<file path="config.mk">
export PLATFORM = sky130hd
export DESIGN_NAME = prim_mst_engine
export DESIGN_NICKNAME = d
export VERILOG_FILES = /design/src/hdl/prim_mst_pkg.sv /design/src/hdl/prim_mst_engine.sv
export SDC_FILE = /design/constraint.sdc
export NUM_CORES = 2
export LEC_CHECK = 0
export ABC_CLOCK_PERIOD_IN_PS = 10240
export BUFFER_PORTS_ARGS = -buffer_cell sky130_fd_sc_hd__buf_4
export CAP_MARGIN = 20
export CORE_AREA = 2 2 455 367
export CTS_CLUSTER_DIAMETER = 120
export CTS_CLUSTER_SIZE = 14
export DETAILED_ROUTE_END_ITERATION = 10
export DIE_AREA = 0 0 457 369
export GPL_ROUTABILITY_DRIVEN = 0
export SLEW_MARGIN = 0
export SYNTH_ARGS = -nofsm -noshare
export SYNTH_HDL_FRONTEND = slang
export SYNTH_SLANG_ARGS = --single-unit
</file>
<file path="constraint.sdc">
create_clock -name clk -period 10.24 [get_ports clk]
set_input_delay 0 -clock clk [delete_from_list [all_inputs] [get_ports clk]]
set_output_delay 0 -clock clk [all_outputs]
set_load 0.01 [all_outputs]
</file>
<file path="src/hdl/prim_mst_pkg.sv">
// Shared constants, codes and types for the minimum spanning tree block.
package prim_mst_pkg;

    localparam int MAX_VERTICES_DEF = 64;
    localparam int WEIGHT_BITS_DEF  = 16;

    localparam int VERTEX_W      = 6;
    localparam int WEIGHT_PORT_W = 16;
    localparam int COUNT_W       = 7;

    localparam logic [COUNT_W-1:0] VERTEX_COUNT_RESET = 7'd64;

    localparam logic [1:0] FUNC_CLEAR = 2'd0;
    localparam logic [1:0] FUNC_EDGE  = 2'd1;
    localparam logic [1:0] FUNC_RUN   = 2'd2;

    typedef enum logic [1:0] {
        MX_CLEAR,
        MX_IDLE,
        MX_MIRROR
    } mx_state_t;

    typedef enum logic [2:0] {
        EN_IDLE,
        EN_RELAX,
        EN_DRAIN,
        EN_ROUND,
        EN_EMIT_RD,
        EN_EMIT_LOAD
    } en_state_t;

    typedef struct packed {
        logic                     clear_req;
        logic                     edge_req;
        logic [VERTEX_W-1:0]      vtx_a;
        logic [VERTEX_W-1:0]      vtx_b;
        logic [WEIGHT_PORT_W-1:0] weight;
    } mx_cmd_t;

endpackage

</file>
<file path="src/hdl/prim_mst_engine.sv">
// Prim sequencer: vertex table memory, relax-and-select passes, tree word output.
module prim_mst_engine #(
    parameter int MAX_VERTICES = prim_mst_pkg::MAX_VERTICES_DEF,
    parameter int WEIGHT_BITS  = prim_mst_pkg::WEIGHT_BITS_DEF,
    localparam int VB = $clog2(MAX_VERTICES),
    localparam int AW = 2 * VB,
    localparam int CW = $clog2(MAX_VERTICES + 1)
) (
    input  logic                                    clk,
    input  logic                                    rst_n,
    input  logic                                    run_start,
    input  logic [CW-1:0]                           run_count,
    output logic                                    adj_rd_en,
    output logic [AW-1:0]                           adj_rd_addr,
    input  logic [WEIGHT_BITS-1:0]                  adj_rd_data,
    output logic                                    busy,
    output logic                                    out_valid,
    input  logic                                    out_ready,
    output logic [prim_mst_pkg::VERTEX_W-1:0]       end_low,
    output logic [prim_mst_pkg::VERTEX_W-1:0]       end_high,
    output logic [prim_mst_pkg::WEIGHT_PORT_W-1:0]  tree_weight,
    output logic                                    connected,
    output logic                                    last
);
    import prim_mst_pkg::*;

    localparam int KW    = WEIGHT_BITS + 1;
    localparam int ENT_W = 1 + KW + VB;
    localparam logic [KW-1:0] KEY_INF = {1'b1, {WEIGHT_BITS{1'b0}}};

    // vertex table entry: {visited, key, parent}
    logic [ENT_W-1:0] vt_mem [2**VB];
    logic [ENT_W-1:0] vt_rd_data_reg;
    logic             vt_rd_en;
    logic [VB-1:0]    vt_rd_addr;
    logic             vt_wr_en;
    logic [VB-1:0]    vt_wr_addr;
    logic [ENT_W-1:0] vt_wr_data;

    en_state_t        state_reg, state_next;
    logic [CW-1:0]    n_reg, n_next;
    logic [VB-1:0]    sel_reg, sel_next;
    logic             first_reg, first_next;
    logic [CW-1:0]    j_reg, j_next;
    logic             p_valid_reg, p_valid_next;
    logic [VB-1:0]    p_idx_reg, p_idx_next;
    logic [KW-1:0]    best_key_reg, best_key_next;
    logic [VB-1:0]    best_idx_reg, best_idx_next;

    logic                     out_valid_reg, out_valid_next;
    logic [VERTEX_W-1:0]      end_low_reg, end_low_next;
    logic [VERTEX_W-1:0]      end_high_reg, end_high_next;
    logic [WEIGHT_PORT_W-1:0] weight_reg, weight_next;
    logic                     connected_reg, connected_next;
    logic                     last_reg, last_next;

    logic             rd_vis;
    logic [KW-1:0]    rd_key;
    logic [VB-1:0]    rd_par;
    logic             cur_vis, new_vis;
    logic [KW-1:0]    cur_key, new_key, w_key;
    logic [VB-1:0]    cur_par, new_par;
    logic             cand;

    logic [VB-1:0]    i_idx;
    logic [CW-1:0]    j_plus;
    logic             is_last;
    logic             found;
    logic             slot_free;
    logic             load;
    logic [31:0]      key_ext;

    assign rd_vis  = vt_rd_data_reg[ENT_W-1];
    assign rd_key  = vt_rd_data_reg[VB +: KW];
    assign rd_par  = vt_rd_data_reg[VB-1:0];

    assign i_idx     = j_reg[VB-1:0];
    assign j_plus    = j_reg + CW'(1);
    assign is_last   = (j_reg == n_reg - CW'(1));
    assign found     = (best_key_reg < KEY_INF);
    assign slot_free = !out_valid_reg || out_ready;
    assign key_ext   = 32'(rd_key);

    // relax stage: one neighbor per cycle, running minimum for the next round
    always_comb
    begin
        if (first_reg)
        begin
            cur_vis = 1'b0;
            cur_key = (p_idx_reg == '0) ? '0 : KEY_INF;
            cur_par = '0;
        end
        else
        begin
            cur_vis = rd_vis;
            cur_key = rd_key;
            cur_par = rd_par;
        end
        w_key   = {1'b0, adj_rd_data};
        new_vis = cur_vis;
        new_key = cur_key;
        new_par = cur_par;
        if (p_idx_reg == sel_reg)
        begin
            new_vis = 1'b1;
        end
        else if (!cur_vis && (adj_rd_data != '0) && (w_key < cur_key))
        begin
            new_key = w_key;
            new_par = sel_reg;
        end
        cand       = p_valid_reg && !new_vis && (new_key < best_key_reg);
        vt_wr_en   = p_valid_reg;
        vt_wr_addr = p_idx_reg;
        vt_wr_data = {new_vis, new_key, new_par};
    end

    always_comb
    begin
        state_next = state_reg;
        unique case (state_reg)
            EN_IDLE:
            begin
                if (run_start)
                begin
                    state_next = EN_RELAX;
                end
            end
            EN_RELAX:
            begin
                if (is_last)
                begin
                    state_next = EN_DRAIN;
                end
            end
            EN_DRAIN:
            begin
                state_next = EN_ROUND;
            end
            EN_ROUND:
            begin
                state_next = found ? EN_RELAX : EN_EMIT_RD;
            end
            EN_EMIT_RD:
            begin
                state_next = EN_EMIT_LOAD;
            end
            EN_EMIT_LOAD:
            begin
                if (slot_free && is_last)
                begin
                    state_next = EN_IDLE;
                end
            end
            default:
            begin
                state_next = EN_IDLE;
            end
        endcase
    end

    always_comb
    begin
        n_next        = n_reg;
        sel_next      = sel_reg;
        first_next    = first_reg;
        j_next        = j_reg;
        p_valid_next  = 1'b0;
        p_idx_next    = j_reg[VB-1:0];
        best_key_next = best_key_reg;
        best_idx_next = best_idx_reg;
        adj_rd_en     = 1'b0;
        vt_rd_en      = 1'b0;
        vt_rd_addr    = j_reg[VB-1:0];
        load          = 1'b0;

        if (cand)
        begin
            best_key_next = new_key;
            best_idx_next = p_idx_reg;
        end

        unique case (state_reg)
            EN_IDLE:
            begin
                if (run_start)
                begin
                    n_next        = run_count;
                    sel_next      = '0;
                    first_next    = 1'b1;
                    j_next        = '0;
                    best_key_next = KEY_INF;
                end
            end
            EN_RELAX:
            begin
                adj_rd_en    = 1'b1;
                vt_rd_en     = 1'b1;
                p_valid_next = 1'b1;
                j_next       = j_plus;
            end
            EN_DRAIN:
            begin
                j_next = j_reg;
            end
            EN_ROUND:
            begin
                sel_next      = best_idx_reg;
                first_next    = 1'b0;
                best_key_next = KEY_INF;
                j_next        = found ? '0 : CW'(1);
            end
            EN_EMIT_RD:
            begin
                vt_rd_en = 1'b1;
            end
            EN_EMIT_LOAD:
            begin
                if (slot_free)
                begin
                    load = 1'b1;
                    if (!is_last)
                    begin
                        j_next     = j_plus;
                        vt_rd_en   = 1'b1;
                        vt_rd_addr = j_plus[VB-1:0];
                    end
                end
            end
            default:
            begin
                j_next = j_reg;
            end
        endcase
    end

    // tree word from the vertex table entry of vertex j
    always_comb
    begin
        out_valid_next = out_valid_reg;
        end_low_next   = end_low_reg;
        end_high_next  = end_high_reg;
        weight_next    = weight_reg;
        connected_next = connected_reg;
        last_next      = last_reg;
        if (load)
        begin
            out_valid_next = 1'b1;
            connected_next = rd_vis;
            last_next      = is_last;
            if (rd_vis)
            begin
                end_low_next  = VERTEX_W'((rd_par < i_idx) ? rd_par : i_idx);
                end_high_next = VERTEX_W'((rd_par < i_idx) ? i_idx : rd_par);
                weight_next   = key_ext[WEIGHT_PORT_W-1:0];
            end
            else
            begin
                end_low_next  = '0;
                end_high_next = VERTEX_W'(i_idx);
                weight_next   = '0;
            end
        end
        else if (out_ready)
        begin
            out_valid_next = 1'b0;
        end
    end

    always_ff @(posedge clk or negedge rst_n)
    begin
        if (!rst_n)
        begin
            state_reg     <= EN_IDLE;
            p_valid_reg   <= 1'b0;
            out_valid_reg <= 1'b0;
        end
        else
        begin
            state_reg     <= state_next;
            p_valid_reg   <= p_valid_next;
            out_valid_reg <= out_valid_next;
        end
    end

    always_ff @(posedge clk)
    begin
        n_reg         <= n_next;
        sel_reg       <= sel_next;
        first_reg     <= first_next;
        j_reg         <= j_next;
        p_idx_reg     <= p_idx_next;
        best_key_reg  <= best_key_next;
        best_idx_reg  <= best_idx_next;
        end_low_reg   <= end_low_next;
        end_high_reg  <= end_high_next;
        weight_reg    <= weight_next;
        connected_reg <= connected_next;
        last_reg      <= last_next;
    end

    always_ff @(posedge clk)
    begin
        if (vt_wr_en)
        begin
            vt_mem[vt_wr_addr] <= vt_wr_data;
        end
        if (vt_rd_en)
        begin
            vt_rd_data_reg <= vt_mem[vt_rd_addr];
        end
    end

    assign adj_rd_addr = {sel_reg, j_reg[VB-1:0]};
    assign busy        = (state_reg != EN_IDLE);
    assign out_valid   = out_valid_reg;
    assign end_low     = end_low_reg;
    assign end_high    = end_high_reg;
    assign tree_weight = weight_reg;
    assign connected   = connected_reg;
    assign last        = last_reg;

endmodule

</file>
==> out/summary.md <==
- **result of the run** complete, no violations
- **post-synthesis instance area** 0.0701 mm^2
- **Worst Max-Slew Pin Slew** 1.25 ns
- **final setup violation count** 0
- **Relative slew margins** 15.9%
- **clock latency of the later-clocked register in the worst-skew pair** 0.80 ns
- **cell depth of the worst setup path** 23
- **row count** 133
- **critical-path cell with the highest stage delay** sky130_fd_sc_hd__buf_4
- **start point of the critical path** first_reg$_DFFE_PP_
- **Tightest Hold Check Type** input port to flip-flop
- **sequential element share of the synthesized area** 70.1%
- **synthesis-to-finish area growth** 10.9%
- **critical path buffer and inverter count** 5
- **CP endpoint kind** flip-flop
- **number of DRC markers after the initial detailed-route iteration** 5473
- **Die Height** 369 um
- **initial antenna violation count** 6
- **cells on worst reg2reg path** 23
- **proportion of register bits with asynchronous set or reset after synthesis** 0.304%
- **average routed wire per standard cell** 30.0 um
- **Primary FF master, synth** sky130_fd_sc_hd__edfxtp_1
- **endpoint of the worst-slack reg-to-reg timing path** best_idx_reg[0]$_DFFE_PN_
- **sum of overflow across all layers after global routing** 0
- **CP required** 10.73 ns
- **Pins Over Slew Limit** 0
- **combinational cell fraction of total power** 44.0%
- **post-synth net total** 4887
- **ratio of final minimum period to clock period** 70.7%
- **Final Total Pwr** 24.1 mW
- **EDFF count, synth** 1617
- **most common library cell in the layout ignoring fill and taps** sky130_fd_sc_hd__edfxtp_1
- **overall routing resource usage** 24.6%
- **worst endpoint data arrival time** 7.73 ns
- **number of distinct library cells after synthesis** 67
- **first-pass GRT wire length** 302000 um
- **max frequency** 138 MHz
- **post-synthesis cell count** 4822
- **max cap viols** 0
- **maximum number of pins on one net before global-route repair** 131
- **largest vdd supply drop** 0.000645 V
- **fraction of layout instances using a drive strength above 1** 11.5%
- **detailed-router iteration count before antenna repair** 5
- **ports placed on the boundary** 72
- **number of buffers between clock root and the deepest sink** 3
- **core area** 0.164 mm^2
- **NetSw** 10.0 mW
- **per-instance average area after synthesis** 14.5 um^2
- **final worst clock skew** 0.0341 ns
- **number of fill cells** 14000
- **count of H-tree levels built during CTS** 4
- **DRC viols** 0
- **CTS root buffer** sky130_fd_sc_hd__clkbuf_16
- **starting utilization of the core area** 42.8%
- **final critical path time including I/O delays and setup** 7.24 ns
- **critical path startpoint category** flip-flop
- **hold violation total from the final report** 0
- **critical path fanouts, max** 66
- **power density relative to cell area** 310 mW/mm^2
- **Final #Nets** 4906
- **delay of the slowest critical-path stage** 0.74 ns
- **drt total wl** 212000 um
- **die area** 0.169 mm^2
- **Num Clock Sinks** 1645
- **Post-DRT Antenna Nets** 0
- **most frequent cells in the layout** 1617 x sky130_fd_sc_hd__edfxtp_1, 537 x sky130_fd_sc_hd__mux2i_1, 500 x sky130_fd_sc_hd__nand2_1
- **number of flip-flops under the largest register name** 1536
- **clock network power share** 20.0%
- **cell-internal power** 14.1 mW
- **Critical Setup Path Class** flip-flop to flip-flop
- **cell repeated most along the worst path** sky130_fd_sc_hd__buf_4
- **number of global-route vias before repair** 41600
- **switching share of power** 41.6%
- **TritonCTS clock tree** done
- **width of the die** 457 um
- **source of the worst register-to-register timing path** first_reg$_DFFE_PP_
- **Worst Setup EP** best_idx_reg[0]$_DFFE_PN_
- **Setup TNS** 0 ns
- **Critical Path, Cell by Cell** buf_4 > nand2b_1 > ha_1 > and4_1 > o21a_1 > a211o_1 > a21oi_1 > o21ai_0 > a221oi_1 > o31ai_4 > buf_4 > mux2i_4 > buf_4 > ha_1 > a21o_1 > a21o_1 > a21o_1 > a21oi_1 > nor2_1 > nor4_1 > o311ai_4 > buf_4 > inv_1
- **drt via density** 6.28
- **largest delay contributor family on the critical path** compound AO/OA/AOI/OAI gates
- **half-perimeter wire length after detailed placement** 121000 um
- **register-to-register path setup slack** 3.00 ns
- **TritonCTS buffer count** 135
- **YS warnings** 0
- **Synth Register Bits** 1645
- **proportion of power drawn by flip-flops and latches** 36.0%
- **Via Count** 44300
- **Clock Pin Slew Worst Setup and Hold Paths** 0.07 ns
- **leakage** 26.2 nW
- **port bufs** 71
- **unrepaired setup endpoints after global routing** no
per-layer routing:
| layer | global-route usage, % | part of all wire (%) |
|---|---|---|
| met1 | 35.2 | 43 |
| met2 | 36.7 | 44 |
| met3 | 5.22 | 8.9 |
| met4 | 9.67 | 3.9 |
| met5 | 0 | 0 |
final cells by class:
type / count / area (um^2) / area share, %
repair buffers: 255 / 2100 / 2.70
inverters: 55 / 206 / 0.266
well taps: 2160 / 2700 / 3.48
multi-input cells: 2749 / 19800 / 25.5
flip-flops and latches: 1645 / 49100 / 63.2
diodes: 7 / 17.5 / 0.0225
clock inverters: 9 / 109 / 0.140
clock buffers: 167 / 3630 / 4.66
how the worst min path moves through the flow:
stage / start / end / slack [ns] / cells after the start
floorplan: rst_n / out_valid$_DFFE_PN0P_ / -0.30 / 0
global placement: rst_n / out_valid$_DFFE_PN0P_ / -0.19 / 1
detailed placement: rst_n / out_valid$_DFFE_PN0P_ / -0.19 / 1
CTS: run_count[3] / n_reg[3]$_DFFE_PP_ / 0.004 / 2
global route: run_count[2] / n_reg[2]$_DFFE_PP_ / 0.02 / 2
finish: run_count[2] / n_reg[2]$_DFFE_PP_ / 0.04 / 2
kinds of logic (layout without fill, tap and decap cells):
family | Yosys count | in the layout | synth area share, %
and+or+nand+nor | 957 | 957 | 6.12
buffers and inverters | 428 | 486 | 2.58
DFF | 1645 | 1645 | 70.1
other | 0 | 7 | 0
muxes | 604 | 604 | 8.72
AOI/OAI and AO/OA | 1130 | 1130 | 11.6
xor gates and xnor gates | 20 | 20 | 0.261
adders and majority gates | 38 | 38 | 0.678
synthesized netlist by cell type, types with 6 or more instances:
library cell	instances	share of area (%)
sky130_fd_sc_hd__o21ai_0	163	1.2
sky130_fd_sc_hd__mux2i_1	552	7.9
sky130_fd_sc_hd__a211oi_1	41	0.44
sky130_fd_sc_hd__o31ai_1	75	0.80
sky130_fd_sc_hd__buf_4	18	0.19
sky130_fd_sc_hd__nor4_1	6	0.054
sky130_fd_sc_hd__a22o_1	97	1.2
sky130_fd_sc_hd__inv_1	55	0.29
sky130_fd_sc_hd__and2_1	26	0.23
sky130_fd_sc_hd__a21o_1	14	0.15
sky130_fd_sc_hd__o22ai_1	266	2.4
sky130_fd_sc_hd__a21oi_1	20	0.14
sky130_fd_sc_hd__xnor2_1	13	0.16
sky130_fd_sc_hd__o2111ai_1	25	0.31
sky130_fd_sc_hd__a31oi_1	96	0.86
sky130_fd_sc_hd__nand2b_1	24	0.21
sky130_fd_sc_hd__nor2_1	111	0.59
sky130_fd_sc_hd__a22oi_1	49	0.52
sky130_fd_sc_hd__clkbuf_1	241	1.3
sky130_fd_sc_hd__nand2_1	501	2.7
sky130_fd_sc_hd__edfxtp_1	1617	69
sky130_fd_sc_hd__nor2b_1	6	0.054
sky130_fd_sc_hd__buf_1	19	0.10
sky130_fd_sc_hd__nand3_1	159	1.1
sky130_fd_sc_hd__mux2_2	52	0.84
sky130_fd_sc_hd__and3_1	75	0.67
sky130_fd_sc_hd__nand3b_1	10	0.11
sky130_fd_sc_hd__ha_1	38	0.68
sky130_fd_sc_hd__nand4_1	6	0.054
sky130_fd_sc_hd__a221oi_1	122	1.5
sky130_fd_sc_hd__xor2_1	6	0.075
sky130_fd_sc_hd__dfxtp_1	23	0.66
sky130_fd_sc_hd__buf_2	93	0.66
sky130_fd_sc_hd__nor3_1	12	0.086
sky130_fd_sc_hd__o221ai_1	144	1.8
timing repair:
item / CTS / global route
setup buffers: 0 / 0
hold buffers: 15 / 0
endpoints found under the hold margin: 30 / 0
setup endpoints to repair: 0 / 0
gates resized for setup: 0 / 0
per-stage QoR:
step                utilization [%]  area, um^2  hold WS, ns  worst slack, ns  cells
floorplan                         -       70100       -0.296            0.834   4822
global placement               45.0       73700       -0.194             3.25   6836
detailed placement             45.1       73800       -0.192             3.18   6844
CTS                            47.4       77700      0.00398             3.11   7035
global route                   47.5       77700       0.0214             2.68   7040
finish                         47.5       77700       0.0378             3.00   7047
power groups by stage:
stage	Clock (mW)	Sequential, mW	Combinational [mW]
6_report	4.82	8.66	10.6
5_1_grt	5.15	8.70	11.2
4_1_cts	4.89	8.65	10.4
3_5_place_dp	0	8.80	10.4
3_3_place_gp	0	8.78	10.3
2_1_floorplan	0	8.69	6.47
worst reg2reg max path: cells and delay by family (launching register included):
| family | cells | cell delay, ns |
|---|---|---|
| AO/OA/AOI/OAI | 11 | 2.25 |
| buffers and inverters | 5 | 2.09 |
| AND/OR/NAND/NOR | 4 | 1.16 |
| adder cells (fa/ha/maj) | 2 | 0.75 |
| flip-flops | 1 | 0.36 |
| multiplexers | 1 | 0.32 |
Power figures use the tool's default switching activity.
